===== config.mk =====
export PLATFORM = sky130hd
export DESIGN_NAME = hex_text_can_frame_parser
export DESIGN_NICKNAME = d
export VERILOG_FILES = /design/src/design/hexcan_pkg.sv /design/src/design/hex_text_can_frame_parser.sv
export SDC_FILE = /design/constraint.sdc
export NUM_CORES = 1
export LEC_CHECK = 0
export ABC_AREA = 1
export BUFFER_PORTS_ARGS = -buffer_cell sky130_fd_sc_hd__buf_2
export CORE_ASPECT_RATIO = 1.1
export CORE_UTILIZATION = 50
export DETAILED_ROUTE_END_ITERATION = 16
export PLACE_DENSITY = 0.7
export SYNTH_ARGS = -nofsm -noshare
export SYNTH_HDL_FRONTEND = slang
export SYNTH_SLANG_ARGS = --single-unit

===== constraint.sdc =====
create_clock -name clk_i -period 5.6 [get_ports clk_i]
set_clock_uncertainty 0.1 [all_clocks]
set_input_delay 1.12 -clock clk_i [delete_from_list [all_inputs] [get_ports clk_i]]
set_output_delay 1.12 -clock clk_i [all_outputs]
set_load 0.01 [all_outputs]

===== src/design/hexcan_pkg.sv =====
// package of types, constants and helpers for the hex text can frame parser
package hexcan_pkg;

  localparam int unsigned CHAR_W    = 8;
  localparam int unsigned ID_W      = 12;
  localparam int unsigned DATA_W    = 64;
  localparam int unsigned COUNT_W   = 4;
  localparam int unsigned POS_W     = 8;
  localparam int unsigned NIBBLES   = DATA_W / 4;
  localparam int unsigned KNOWN_IDS = 19;

  // output word: id, data, count and five flags, padded to whole bytes
  localparam int unsigned OUT_BITS = ID_W + DATA_W + COUNT_W + 5;
  localparam int unsigned OUT_W    = ((OUT_BITS + 7) / 8) * 8;

  localparam logic [CHAR_W-1:0] DELIM_CHAR = 8'h23;
  localparam logic [POS_W-1:0]  POS_DELIM  = 8'd3;
  localparam logic [POS_W-1:0]  POS_DATA   = 8'd4;
  localparam logic [POS_W-1:0]  POS_MAX    = 8'd255;

  typedef logic [ID_W-1:0] can_id_t;

  localparam can_id_t ID_TABLE [KNOWN_IDS] = '{
    12'h050, 12'h280, 12'h320, 12'h420, 12'h470, 12'h520, 12'h531, 12'h621,
    12'h635, 12'h727, 12'h1A0, 12'h3D0, 12'h52A, 12'h5A0, 12'h5C1, 12'h5D2,
    12'h60E, 12'h62E, 12'h0C2
  };

  typedef struct packed {
    logic       ok;
    logic [3:0] val;
  } nibble_t;

  typedef struct packed {
    logic          id_allowed;
    logic          overflow;
    logic          too_short;
    logic          bad_hex;
    logic          delimiter_error;
    logic [COUNT_W-1:0] byte_count;
    logic [DATA_W-1:0]  data_bytes;
    can_id_t       can_id;
  } frame_t;

  function automatic nibble_t hex_decode(input logic [CHAR_W-1:0] c);
    nibble_t n;
    n.ok  = 1'b1;
    n.val = 4'd0;
    if (c >= 8'h30 && c <= 8'h39) begin
      n.val = 4'(c - 8'h30);
    end else if (c >= 8'h41 && c <= 8'h46) begin
      n.val = 4'(c - 8'h37);
    end else if (c >= 8'h61 && c <= 8'h66) begin
      n.val = 4'(c - 8'h57);
    end else begin
      n.ok = 1'b0;
    end
    return n;
  endfunction

endpackage


===== src/design/hex_text_can_frame_parser.sv =====
// top level of the hex text can frame parser
// Takes one ASCII character per cycle: three hex id digits, a '#', then hex digit
// pairs for up to MAX_DATA_BYTES data bytes. Each word updates the frame state in
// the cycle it is accepted; the word marked tlast loads the output register, so the
// frame result appears in the cycle after it and the next frame may start right away.
// The only stall comes from the single output register: while a result waits
// there and m_axis_tready is low, s_axis_tready is low too.
module hex_text_can_frame_parser #(
  parameter int unsigned MAX_DATA_BYTES = 8,
  parameter int unsigned ALLOWLIST_SIZE = 19
) (
  input  logic                           clk_i,
  input  logic                           rst_ni,
  input  logic                           s_axis_tvalid,
  output logic                           s_axis_tready,
  input  logic [7:0]                     s_axis_tdata,   // char_in
  input  logic                           s_axis_tlast,   // last_char
  output logic                           m_axis_tvalid,
  input  logic                           m_axis_tready,
  // can_id, data_bytes, byte_count, delimiter_error, bad_hex, too_short,
  // overflow, id_allowed, zero pad
  output logic [hexcan_pkg::OUT_W-1:0]   m_axis_tdata
);

  localparam int unsigned CHECK_N =
    (ALLOWLIST_SIZE < hexcan_pkg::KNOWN_IDS) ? ALLOWLIST_SIZE : hexcan_pkg::KNOWN_IDS;
  localparam int unsigned DATA_NIB = 2 * MAX_DATA_BYTES;

  logic [hexcan_pkg::POS_W-1:0]  pos_q, pos_d;
  hexcan_pkg::can_id_t           id_q, id_d;
  logic [hexcan_pkg::DATA_W-1:0] data_q, data_d;
  logic                          delim_q, delim_d;
  logic                          hex_q, hex_d;
  logic                          ovf_q, ovf_d;

  logic                          out_valid_q;
  hexcan_pkg::frame_t            out_q;
  hexcan_pkg::frame_t            frame;

  logic                          accept;
  hexcan_pkg::nibble_t           nib;
  logic [hexcan_pkg::POS_W-1:0]  dig_idx;
  logic [hexcan_pkg::POS_W-1:0]  half_cnt;
  logic                          allowed;

  assign s_axis_tready = !out_valid_q || m_axis_tready;
  assign accept        = s_axis_tvalid && s_axis_tready;
  assign nib           = hexcan_pkg::hex_decode(s_axis_tdata);
  assign dig_idx       = pos_q - hexcan_pkg::POS_DATA;

  // per character state update
  always_comb begin
    id_d    = id_q;
    data_d  = data_q;
    delim_d = delim_q;
    hex_d   = hex_q;
    ovf_d   = ovf_q;
    if (pos_q < hexcan_pkg::POS_DELIM) begin
      id_d  = {id_q[hexcan_pkg::ID_W-5:0], nib.val};
      hex_d = hex_q || !nib.ok;
    end else if (pos_q == hexcan_pkg::POS_DELIM) begin
      delim_d = delim_q || (s_axis_tdata != hexcan_pkg::DELIM_CHAR);
    end else begin
      hex_d = hex_q || !nib.ok;
      if (dig_idx >= hexcan_pkg::POS_W'(DATA_NIB)) begin
        ovf_d = 1'b1;
      end
      for (int k = 0; k < hexcan_pkg::NIBBLES; k++) begin
        if (k < DATA_NIB && dig_idx == hexcan_pkg::POS_W'(k ^ 1)) begin
          data_d[4*k +: 4] = data_q[4*k +: 4] | nib.val;
        end
      end
    end
    pos_d = (pos_q == hexcan_pkg::POS_MAX) ? pos_q : pos_q + hexcan_pkg::POS_W'(1);
  end

  // allowlist match on the final identifier
  always_comb begin
    allowed = 1'b0;
    for (int i = 0; i < CHECK_N; i++) begin
      if (id_d == hexcan_pkg::ID_TABLE[i]) begin
        allowed = 1'b1;
      end
    end
  end

  // result of the frame ending with this character
  always_comb begin
    half_cnt = (pos_q - 8'd2) >> 1;
    frame.can_id          = id_d;
    frame.data_bytes      = data_d;
    frame.delimiter_error = delim_d;
    frame.bad_hex         = hex_d;
    frame.too_short       = pos_q < hexcan_pkg::POS_DELIM;
    frame.overflow        = ovf_d;
    frame.id_allowed      = allowed;
    if (pos_q < hexcan_pkg::POS_DATA) begin
      frame.byte_count = '0;
    end else if (half_cnt > hexcan_pkg::POS_W'(MAX_DATA_BYTES)) begin
      frame.byte_count = hexcan_pkg::COUNT_W'(MAX_DATA_BYTES);
    end else begin
      frame.byte_count = half_cnt[hexcan_pkg::COUNT_W-1:0];
    end
  end

  always_ff @(posedge clk_i or negedge rst_ni) begin
    if (!rst_ni) begin
      pos_q   <= '0;
      id_q    <= '0;
      data_q  <= '0;
      delim_q <= 1'b0;
      hex_q   <= 1'b0;
      ovf_q   <= 1'b0;
    end else if (accept) begin
      if (s_axis_tlast) begin
        pos_q   <= '0;
        id_q    <= '0;
        data_q  <= '0;
        delim_q <= 1'b0;
        hex_q   <= 1'b0;
        ovf_q   <= 1'b0;
      end else begin
        pos_q   <= pos_d;
        id_q    <= id_d;
        data_q  <= data_d;
        delim_q <= delim_d;
        hex_q   <= hex_d;
        ovf_q   <= ovf_d;
      end
    end
  end

  always_ff @(posedge clk_i or negedge rst_ni) begin
    if (!rst_ni) begin
      out_valid_q <= 1'b0;
    end else if (accept && s_axis_tlast) begin
      out_valid_q <= 1'b1;
    end else if (m_axis_tready) begin
      out_valid_q <= 1'b0;
    end
  end

  always_ff @(posedge clk_i) begin
    if (accept && s_axis_tlast) begin
      out_q <= frame;
    end
  end

  assign m_axis_tvalid = out_valid_q;
  assign m_axis_tdata  = hexcan_pkg::OUT_W'(out_q);

endmodule

Word-level counts from Yosys, hierarchy flattened
Cells that the tools add are included.
Widths: inputs -> output; s select.
- register bits after elaboration: 173
- input bits: 13
- output and inout bits: 90
- $add $sub $neg: 6
- order comparisons: 10
- equality and inequality tests: 38
- multiplexer cells: 43
- bitwise operators: 16
- reduce and logical (&&, ||, !) cells: 15
- operators with widths (operator ; count):
    $mux 64 ; 3
    $eq 12x11->1 const B ; 13
    $mux 4 ; 20
    $eq 8x4->1 const B ; 8
    $or 4x4->4 ; 16
    $eq 12x10->1 const B ; 3
    $eq 8x3->1 const B ; 4
    $eq 8x2->1 const B ; 3
    $mux 12 ; 2
    $reduce_or 18->1 ; 1
    $ge 8x7->1 const B ; 2
    $le 8x7->1 const B ; 2
    $mux 1 ; 16
    $mux 8 ; 2
    $eq 12x7->1 const B ; 1
    $eq 12x8->1 const B ; 1
    $eq 12x9->1 const B ; 1
    $add 8x1->8 const B ; 1
    $eq 8x1->1 const B ; 1
    $eq 8x8->1 const B ; 1
    $ge 8x5->1 const B ; 1
    $ge 8x6->1 const B ; 1
    $le 8x6->1 const B ; 1
    $logic_not 8->1 ; 1
    15 further kinds ; 23

Logic depth before layout (Yosys ltp)
Gate-level depths: netlist of the first run.
- word-level depth: 10
- gate-level depth with buffers: 19
- gate-level depth less buffers: 19

Least setup slack after synthesis of the first run
Ideal clock, no wire load.
- path kind: input to register
- start: input m_axis_tready
- end: register pos_q[6] (netlist bit)
- setup time: 0.130 ns
- arrival: 6.548 ns
- data required time: 5.370 ns
- setup slack: -1.178 ns
- cell stages on the path: 11
- buffers on the path: 0
- cells stage by stage: inv_1 -> nand2_1 -> nand2_1 -> nor2_1 -> inv_1 -> o21ai_2 -> inv_1 -> nor3_1 -> nand2_1 -> o21ai_0 -> a21oi_1
- word-level cells in the longest chain between the ends: 3
- RTL lines (what ; line ; text):
    start: declaration ; hex_text_can_frame_parser.sv:19 ; input logic m_axis_tready,
    $logic_or 1x1->1 ; hex_text_can_frame_parser.sv:46 ; assign s_axis_tready = !out_valid_q || m_axis_tready;
    named net s_axis_tready ; hex_text_can_frame_parser.sv:15 ; output logic s_axis_tready,
    $logic_and 1x1->1 ; hex_text_can_frame_parser.sv:47 ; assign accept = s_axis_tvalid && s_axis_tready;
    $reduce_and 2->1 (no line) ; -- ;
    end signal: assignment ; hex_text_can_frame_parser.sv:123 ; pos_q <= pos_d;
    end: declaration ; hex_text_can_frame_parser.sv:29 ; logic [hexcan_pkg::POS_W-1:0] pos_q, pos_d;
The timed path passes the listed nets, and every way through them passes these cells.
A chain may end at the register's enable or synchronous reset.

==> impl_metrics.env, run 1 <==
export IMPL_status="complete, no violations"
export IMPL_antenna_found_initial=0
export IMPL_swShare_pct=28.28
export IMPL_drcViolationCount=0
export IMPL_dieArea_mm2=0.01638
export IMPL_rsz0062_at_grt="false"
export IMPL_rows=47
export IMPL_hp_class="register to register"
export IMPL_hold_slack_ns=0.3934
export IMPL_ys_seq_elements=173
export IMPL_tritoncts="done"
export IMPL_cp_arrival_ns=3.11
export IMPL_critical_path_endpoint_type="register"
export IMPL_slew_limit_headroom_pct=50.82
export IMPL_viasPerCell=5.193
export IMPL_async_flop_share_pct=50.87
export IMPL_gp_routability_congestion=0.8708
export IMPL_final_cell_count_no_fill=1124
export IMPL_grt_pass1_wl_mm=27.46
export IMPL_grt_max_degree=68
export IMPL_clock_path_buffers=2
export IMPL_cp_slowest_cell="nand2_2"
export IMPL_critPathMostFrequentCell="nand2_1"
export IMPL_synth_edf_count=85
export IMPL_synthesis_instances=821
export IMPL_die_x_um=122.1
export IMPL_fin_nets=939
export IMPL_vias=5837
export IMPL_internal_power_mw=2.340
export IMPL_numCtsBuffers=17
export IMPL_cp_start_kind="input pin"
export IMPL_cts_resized=0
export IMPL_die_y_um=134.1
export IMPL_cts_sinks=173
export IMPL_path_clk_slew_ns=0.06
export IMPL_hold_viol=0
export IMPL_root_buffer="clkbuf_16"
export IMPL_diodes=0
export IMPL_tightest_slew_ns=0.7367
export IMPL_ys_flop_type="dfrtp_1"
export IMPL_ys_seq_area_share_pct=59.92
export IMPL_syn_to_final_growth_pct=15.80
export IMPL_grt_total_usage_pct=21.92
export IMPL_layout_commonest_cell="inv_1"
export IMPL_grt_pass1_vias=5544
export IMPL_drt_wl_total_mm=16.67
export IMPL_drv_cap=0
export IMPL_vdd_drop_max_v=0.0002345
export IMPL_p_comb_share_pct=18.5
export IMPL_critPathRequiredTime_ns=5.69
export IMPL_critical_path_class="input pin to register"
export IMPL_path_max_fanout=17
export IMPL_p_switching_uw=922.9
export IMPL_initial_core_util_pct=51.90
export IMPL_power_mw=3.263
export IMPL_synth_area_mm2=0.007935
export IMPL_pin_count=103
export IMPL_portBuffers=99
export IMPL_setup_viol=0
export IMPL_firstDrtPassIters=6
export IMPL_period_minus_slack_ns=3.023
export IMPL_drive_gt1_share_pct=20.37
export IMPL_wl_per_cell_um=14.83
export IMPL_grt_ovfl_total=0
export IMPL_fin_crit_sh_pct=53.97
export IMPL_worst_skew_pair_late_latency_ns=0.43
export IMPL_max_stage_delay_ns=0.33
export IMPL_core_mm2=0.01529
export IMPL_maxClockFrequency_mhz=330.9
export IMPL_p_leak_nw=4.262
export IMPL_fin_tns_setup_ns=0
export IMPL_yosys_warnings=0
export IMPL_p_seq_share_pct=44.1
export IMPL_postCtsSetupBuffers=0
export IMPL_path_delay_family="simple AND/OR/NAND/NOR gates"
export IMPL_slew_violations=0
export IMPL_drt_initial_drc_count=460
export IMPL_cts_hold_buffers=0
export IMPL_drt_antenna_violating_nets=0
export IMPL_cts_htree_levels=4
export IMPL_synth_distinct_cells=40
export IMPL_p_per_area_mw_per_mm2=355.1
export IMPL_hpwl_mm=11.24
export IMPL_cp_cell_sequence="buf_2 -> inv_1 -> ha_1 -> o21ai_1 -> nand2_1 -> nand2_2 -> nand3_1 -> nand2_2 -> nand2_1 -> nand2_2 -> nor2_1 -> and2_1 -> nand2_1 -> nand3_1 -> nor2_1 -> nand2_1"
export IMPL_final_cell_mix="inv_1, buf_2, o21ai_0, dfrtp_1, nand2_1"
export IMPL_syn_avg_cell_area_um2=9.665
export IMPL_cp_num_buf_inv=2
export IMPL_pwr_share_clk_pct=37.4
export IMPL_finish_utilization_pct=60.10
export IMPL_dp_cells=1093
## flip-flops by register name, summed over array words and instances, names as in the netlist
name           cells
data_q            64
id_q              12
hex_q              1
ovf_q              1
pos_q              8
delim_q            1
m_axis_tvalid      1
m_axis_tdata      85
## layout make-up
| class | instances | area, um2 |
|---|---|---|
| Clock buffer | 24 | 503.0 |
| Clock inverter | 7 | 110.1 |
| Fill cell | 1335 | 6101 |
| Inverter | 140 | 528.0 |
| Multi-Input combinational cell | 479 | 2505 |
| Sequential cell | 173 | 4755 |
| Tap cell | 196 | 245.2 |
| Timing Repair Buffer | 105 | 543.0 |
## stage by stage
step	setup slack (ns)	area [um2]
6_report	2.577	9189
5_1_grt	2.288	9189
3_3_place_gp	2.218	8576
2_1_floorplan	0.4681	7945
4_1_cts	2.570	9189
3_5_place_dp	2.152	8576
## kinds of logic after synthesis
group	Yosys count	share of synthesized area (%)
flip-flops	173	59.92
XOR/XNOR	4	0.4415
other	1	0.04726
AND/OR/NAND/NOR	288	17.55
AO/OA/AOI/OAI	174	11.76
adder cells (fa/ha/maj)	10	1.577
buffers and inverters	171	8.704
## worst register-to-register path, cell delays in order, from the launching register on
cell and delay (ns):
dfrtp_1 0.47, ha_1 0.22, inv_1 0.20, nand2_4 0.12, nor2_8 0.45, nand2_1 0.10
o21ai_1 0.21, nor2_1 0.13, inv_1 0.11, nor2_4 0.04, nand2_1 0.06, nor2_1 0.04
nor2_1 0.10, nand2_1 0.06, nand2_1 0.05, nand2_1 0.05, inv_1 0.05, nand2_1 0.04
## worst paths after layout
check	to	depth (start not counted)	slack, ns	startpoint
max reg2reg	m_axis_tdata[84]$_SDFFCE_PP1P_	17	2.79	pos_q[1]$_DFFE_PN0P_
max in group asynchronous	data_q[9]$_DFFE_PN0P_	2	3.78	rst_ni
min	id_q[10]$_DFFE_PN0P_	2	0.39	id_q[10]$_DFFE_PN0P_
min reg2reg	id_q[10]$_DFFE_PN0P_	2	0.39	id_q[10]$_DFFE_PN0P_
min in group asynchronous	m_axis_tvalid$_DFFE_PN0P_	1	0.54	rst_ni
max	m_axis_tdata[84]$_SDFFCE_PP1P_	16	2.58	s_axis_tdata[0]
## Yosys cell counts (all sizes together) (2+ instances only)
cell | instances | area share [%]
a21oi | 40 | 2.5
buf | 12 | 1.1
clkbuf | 19 | 0.91
dfrtp | 88 | 28
edfxtp | 85 | 32
ha | 10 | 1.6
inv | 139 | 6.6
nand2 | 107 | 5.8
nand3 | 57 | 3.7
nand3b | 2 | 0.19
nand4 | 5 | 0.39
nor2 | 92 | 5.0
nor3 | 21 | 2.1
nor4 | 2 | 0.16
o211ai | 2 | 0.19
o21ai | 121 | 8.2
o22ai | 10 | 0.79
xor2 | 4 | 0.44
## power groups by stage
stage / logic (mW) / registers [mW] / clock network [mW]
floorplan: 0.460 / 1.48 / 0
global placement: 0.600 / 1.46 / 0
detailed placement: 0.604 / 1.46 / 0
CTS: 0.606 / 1.44 / 1.24
global route: 0.683 / 1.44 / 1.29
finish: 0.605 / 1.44 / 1.22
## layer usage
layer / GRT usage [%] / wire, um / share of wire, % / up-vias
li1: - / - / - / 2888
met4: 6.911 / 207 / 1.2 / 0
met5: 0 / 0 / 0 / -
met1: 30.17 / 7646 / 46 / 2777
met2: 34.43 / 8032 / 48 / 155
met3: 5.102 / 782 / 4.7 / 17
No activity file was read; power rests on OpenSTA's default activity.
==> run 2: changes to the inputs <==
ABC_AREA = 0   (was 1)
PLACE_DENSITY = 0.68   (was 0.7)
clock period = 2.9 ns   (was 5.6 ns; I/O delays follow)
==> run 2 against run 1 <==
  * Register-to-register slack got worse by 2.5 ns
  * Non-clock buffer count increased by 44
  * Worst setup slack got worse by 2.3 ns
  * Synthesized cell count decreased by 24%
  * Cell count decreased by 15%
  * Routed wire length increased by 20%
  * Combinational power increased by 62%
  * First-iteration DRC count increased by 5.2%
  * Cell area increased by 3.6%
  * Sequential share of layout area decreased by 1.8 points
  * Die area increased by 0.34%
  * Critical endpoint unchanged
==> impl_metrics.env, run 2 <==
export IMPL_hold_viol=0
export IMPL_synthesis_instances=623
export IMPL_synth_most_common_cell="dfrtp_1"
export IMPL_async_flop_share_pct=50.87
export IMPL_fin_nets=767
export IMPL_rows=48
export IMPL_cp_arrival_ns=2.83
export IMPL_vdd_drop_max_v=0.0004281
export IMPL_synthTopCellsByCount="dfrtp_1, edfxtp_1, o211a_1"
export IMPL_ff2ff_setup_slack_ns=0.27
export IMPL_gp_routability_congestion=0.8873
export IMPL_synth_area_mm2=0.007963
export IMPL_grt_pass1_vias=5805
export IMPL_vias=5868
export IMPL_finalInstanceArea_mm2=0.009524
export IMPL_numCtsBuffers=17
export IMPL_placed_cell_area_mm2=0.008937
export IMPL_drive_gt1_share_pct=33.69
export IMPL_yosys_warnings=0
export IMPL_drv_cap=0
export IMPL_rsz0062_at_grt="false"
export IMPL_critical_path_class="register to register"
export IMPL_period_minus_slack_ns=2.626
export IMPL_final_cell_mix="buf_2, dfrtp_1, edfxtp_1"
export IMPL_drt_initial_drc_count=484
export IMPL_dieArea_mm2=0.01643
export IMPL_cp_num_buf_inv=1
export IMPL_largest_reg_flops=85
export IMPL_yosysTopAreaCellShare_pct=32.06
export IMPL_die_y_um=134.4
export IMPL_cts_htree_levels=4
export IMPL_grt_ovfl_total=0
export IMPL_grt_max_degree=65
export IMPL_p_per_area_mw_per_mm2=630.8
export IMPL_cp_slowest_cell="or4_1"
export IMPL_cp_start_kind="register"
export IMPL_fillCellCount=1252
export IMPL_wl_per_cell_um=20.92
export IMPL_ys_flop_type="dfrtp_1"
export IMPL_synth_area_top_cells="edfxtp_1, dfrtp_1, o211a_1, a31o_2, nand2_1"
export IMPL_postCtsSetupBuffers=0
export IMPL_die_x_um=122.3
export IMPL_drcViolationCount=0
export IMPL_status="complete, no violations"
export IMPL_antenna_found_initial=0
export IMPL_fin_crit_sh_pct=90.54
export IMPL_max_stage_delay_ns=0.53
export IMPL_path_max_fanout=9
export IMPL_path_delay_family="simple AND/OR/NAND/NOR gates"
export IMPL_slew_limit_headroom_pct=17.39
export IMPL_p_leak_nw=5.065
export IMPL_cts_hold_buffers=0
export IMPL_core_mm2=0.01562
export IMPL_cts_resized=0
export IMPL_drt_antenna_violating_nets=0
export IMPL_maxClockFrequency_mhz=380.9
export IMPL_ys_seq_elements=173
export IMPL_syn_avg_cell_area_um2=12.78
export IMPL_viasPerCell=6.132
export IMPL_tightest_slew_ns=1.235
export IMPL_cp_cell_sequence="nand2b_1 -> or4_1 -> a2111oi_0 -> buf_4 -> o311ai_1 -> o221ai_1 -> a311o_1"
export IMPL_tritoncts="done"
export IMPL_yosysTopAreaCell="edfxtp_1"
export IMPL_pin_count=103
export IMPL_setup_viol=0
export IMPL_hpwl_mm=13.04
export IMPL_critical_path_endpoint_type="register"
export IMPL_synth_distinct_cells=77
export IMPL_layout_commonest_cell="buf_2"
export IMPL_root_buffer="clkbuf_16"
export IMPL_worst_skew_pair_late_latency_ns=0.43
export IMPL_grt_pass1_wl_mm=31.31
export IMPL_drt_wl_total_mm=20.02
export IMPL_synth_edf_count=85
export IMPL_critPathRequiredTime_ns=3.10
export IMPL_cts_sinks=173
export IMPL_syn_to_final_growth_pct=19.61
export IMPL_clock_path_buffers=2
export IMPL_finish_utilization_pct=60.99
export IMPL_grt_total_usage_pct=25.20
export IMPL_initial_core_util_pct=50.99
export IMPL_firstDrtPassIters=5
export IMPL_hp_class="input pin to async pin"
export IMPL_portBuffers=99
export IMPL_path_clk_slew_ns=0.07
export IMPL_ys_seq_area_share_pct=59.71
export IMPL_slew_violations=0
export IMPL_diodes=0
## run 2: cell count changes after synthesis, moves of 18 or more
cell / previous run / this run
a21oi_1: 40 / 9
a31o_2: 0 / 50
inv_1: 136 / 14
nand2_1: 87 / 39
nand2_2: 18 / 0
nand3_1: 56 / 11
nor2_1: 84 / 27
o211a_1: 0 / 63
o21ai_0: 88 / 12
o21ai_1: 26 / 1
## run 2: final cells by class
| class | instances | area [um2] | area share (%) |
|---|---|---|---|
| flip-flops and latches | 173 | 4755 | 49.92 |
| multi-input cells | 388 | 2957 | 31.04 |
| repair buffers | 149 | 910.9 | 9.564 |
| clock buffers | 18 | 429.2 | 4.506 |
| well taps | 200 | 250.2 | 2.627 |
| clock inverters | 14 | 157.7 | 1.655 |
| inverters | 15 | 65.06 | 0.6831 |
## run 2: logic make-up (layout without fill, tap and decap cells)
family | after synthesis | in the layout | synth area share, %
AO/OA/AOI/OAI | 209 | 209 | 22.80
flip-flops | 173 | 173 | 59.71
other | 1 | 3 | 0.04709
AND/OR/NAND/NOR | 154 | 154 | 10.97
XOR/XNOR | 7 | 7 | 0.7700
multiplexers | 5 | 5 | 0.6443
buffers and inverters | 64 | 196 | 3.488
adder cells (fa/ha/maj) | 10 | 10 | 1.571
## run 2: worst paths after layout
kind | from | to | depth (start not counted)
worst min-delay path | rst_ni | id_q[1]$_DFFE_PN0P_ | 1
max in group asynchronous | rst_ni | data_q[0]$_DFFE_PN0P_ | 2
min in group clk_i | m_axis_tready | m_axis_tvalid$_DFFE_PN0P_ | 3
worst max register to register | id_q[4]$_DFFE_PN0P_ | m_axis_tdata[84]$_SDFFCE_PP1P_ | 7
worst min register to register | data_q[5]$_DFFE_PN0P_ | data_q[5]$_DFFE_PN0P_ | 1
worst max-delay path | id_q[4]$_DFFE_PN0P_ | m_axis_tdata[84]$_SDFFCE_PP1P_ | 7
## run 2: per-stage QoR
stage	std cells	TNS (ns)	hold WS (ns)	setup WS (ns)	power, mW
2_1_floorplan	625	0	0.1844	0.01835	3.366
3_3_place_gp	925	-0.06948	0.4056	-0.06948	3.751
3_5_place_dp	925	-0.1353	0.4132	-0.1353	3.765
4_1_cts	957	0	0.03963	0.3003	6.026
5_1_grt	957	0	0.06568	0.05286	6.237
6_report	957	0	0.01686	0.2743	6.008
## run 2: worst register-to-register path, cell delays in order (launching register included)
cell and delay (ns):
dfrtp_1 0.48, nand2b_1 0.34, or4_1 0.53, a2111oi_0 0.52, buf_4 0.20, o311ai_1 0.09
o221ai_1 0.11, a311o_1 0.14
## run 2: power by group
group	internal, mW	total [mW]	switching, mW
sequential	2.67	2.75	0.0749
combinational	0.370	0.979	0.609
clock	1.29	2.28	0.995
total	4.33	6.01	1.68
## run 2: routing by layer
layer	up-vias	track usage [%]	wire (um)	part of all wire, %
met5	-	0	0	0
met4	0	9.079	408	2.0
met3	35	3.869	967	4.8
met2	202	41.76	10010	50
met1	2970	33.45	8638	43
li1	2661	-	-	-
==> run 3: changes to the inputs <==
CORE_UTILIZATION = 58   (was 50)
GPL_TIMING_DRIVEN = 0   (was unset)
PLACE_DENSITY = 0.77   (was 0.68)
==> run 3 against run 2 <==
  * Sequential power about the same
  * Total power down 3.4%
  * Highest routed layer unchanged
  * Critical endpoint unchanged
  * Largest power group unchanged
  * Critical path depth rose by 3
  * Cell area is 1.6% lower
  * Fmax shrank 6.6%
  * First-iteration DRC count fell by 9.9%
==> impl_metrics.env, run 3 (synthesis gave the netlist of run 2 again) <==
export IMPL_status="complete, no violations"
export IMPL_fillCellCount=971
export IMPL_drive_gt1_share_pct=29.51
export IMPL_placed_cell_area_mm2=0.008792
export IMPL_grt_pass1_wl_mm=31.31
export IMPL_p_per_area_mw_per_mm2=619.5
export IMPL_period_minus_slack_ns=2.811
export IMPL_setup_viol=0
export IMPL_cp_start_kind="input pin"
export IMPL_syn_to_final_growth_pct=17.68
export IMPL_path_clk_slew_ns=0.07
export IMPL_gp_routability_congestion=0.9317
export IMPL_path_max_fanout=10
export IMPL_cts_sinks=173
export IMPL_cts_hold_buffers=0
export IMPL_vias=5958
export IMPL_wl_per_cell_um=20.62
export IMPL_grt_max_degree=47
export IMPL_multi_input_area_mm2=0.002972
export IMPL_layout_commonest_cell="buf_2"
export IMPL_rsz0062_at_grt="true"
export IMPL_numCtsBuffers=17
export IMPL_grt_ovfl_total=0
export IMPL_firstDrtPassIters=7
export IMPL_cts_resized=0
export IMPL_cp_arrival_ns=2.89
export IMPL_fin_crit_sh_pct=96.95
export IMPL_drt_antenna_violating_nets=0
export IMPL_core_mm2=0.01332
export IMPL_hold_slack_ns=0.05830
export IMPL_critPathRequiredTime_ns=2.98
export IMPL_seq_area_mm2=0.004757
export IMPL_root_buffer="clkbuf_16"
export IMPL_clock_path_buffers=2
export IMPL_largest_reg_flops=85
export IMPL_fin_nets=769
export IMPL_hpwl_mm=13.43
export IMPL_slew_limit_headroom_pct=48.96
export IMPL_final_cell_count_no_fill=943
export IMPL_pin_count=103
export IMPL_postCtsSetupBuffers=0
export IMPL_rows=44
export IMPL_diodes=0
export IMPL_grt_pass1_vias=5965
export IMPL_critical_path_class="input pin to register"
export IMPL_antenna_found_initial=0
export IMPL_slew_violations=0
export IMPL_drt_wl_total_mm=19.44
export IMPL_power_mw=5.805
export IMPL_initial_core_util_pct=59.77
export IMPL_maxClockFrequency_mhz=355.7
export IMPL_drv_cap=0
export IMPL_viasPerCell=6.318
export IMPL_portBuffers=99
export IMPL_cts_htree_levels=4
export IMPL_worst_skew_pair_late_latency_ns=0.43
export IMPL_drcViolationCount=0
export IMPL_grt_total_usage_pct=29.00
export IMPL_dieArea_mm2=0.01420
export IMPL_hold_viol=0
export IMPL_dp_cells=911
export IMPL_vdd_drop_max_v=0.0004680
export IMPL_tritoncts="done"
export IMPL_die_y_um=124.9
export IMPL_finalInstanceArea_mm2=0.009370
export IMPL_critical_path_endpoint_type="register"
export IMPL_die_x_um=113.7
export IMPL_drt_initial_drc_count=436
export IMPL_tightest_slew_ns=0.7629
export IMPL_final_cell_mix="buf_2, dfrtp_1, edfxtp_1"
export IMPL_hp_class="input pin to async pin"
export IMPL_p_leak_nw=4.948
-- run 3: layout make-up --
| cell class | count | area share, % |
|---|---|---|
| inverter | 15 | 0.6944 |
| clock inverter | 12 | 1.202 |
| sequential | 173 | 50.77 |
| timing repair buffer | 102 | 6.036 |
| buffer | 49 | 2.470 |
| tap | 184 | 2.457 |
| multi-input combinational | 388 | 31.71 |
| clock buffer | 20 | 4.660 |
-- run 3: per-layer routing --
layer	vias up	part of all wire [%]	track usage, %
met1	3002	42	38.52
met5	-	0	0
li1	2665	-	-
met4	0	2.8	13.00
met2	253	49	46.92
met3	38	6.3	4.720
-- run 3: worst max-delay path: stages --
cell       delay (ns)
buf_2            0.12
inv_1            0.16
ha_1             0.23
or3b_2           0.48
and3_1           0.23
o2bb2ai_4        0.21
a41o_1           0.25
a2bb2oi_1        0.19
o221ai_1         0.15
a311o_1          0.29
-- run 3: power breakdown --
group          switching [mW]  internal (mW)  total [mW]
Combinational           0.629          0.298       0.926
Clock                   0.957           1.19        2.15
Sequential             0.0568           2.67        2.73
Total                    1.64           4.16        5.81
-- run 3: path summary, 6_finish.rpt --
path	start	to	slack (ns)	depth (start not counted)
min	rst_ni	id_q[11]$_DFFE_PN0P_	0.06	1
max reg2reg	pos_q[1]$_DFFE_PN0P_	m_axis_tdata[84]$_SDFFCE_PP1P_	0.21	11
min in group clk_i	m_axis_tready	m_axis_tvalid$_DFFE_PN0P_	0.36	3
max in group asynchronous	rst_ni	pos_q[1]$_DFFE_PN0P_	1.97	2
max	s_axis_tdata[1]	m_axis_tdata[84]$_SDFFCE_PP1P_	0.09	10
min reg2reg	data_q[55]$_DFFE_PN0P_	data_q[55]$_DFFE_PN0P_	0.42	1
-- run 3: stage by stage --
| stage | TNS, ns | utilization (%) | setup slack (ns) |
|---|---|---|---|
| global route | -0.01741 | 70.33 | -0.01741 |
| detailed placement | -16.47 | 65.99 | -0.3811 |
| CTS | 0 | 70.12 | 0.05902 |
| floorplan | 0 | - | 0.01835 |
| finish | 0 | 70.33 | 0.08859 |
| global placement | -70.99 | 65.47 | -0.6498 |
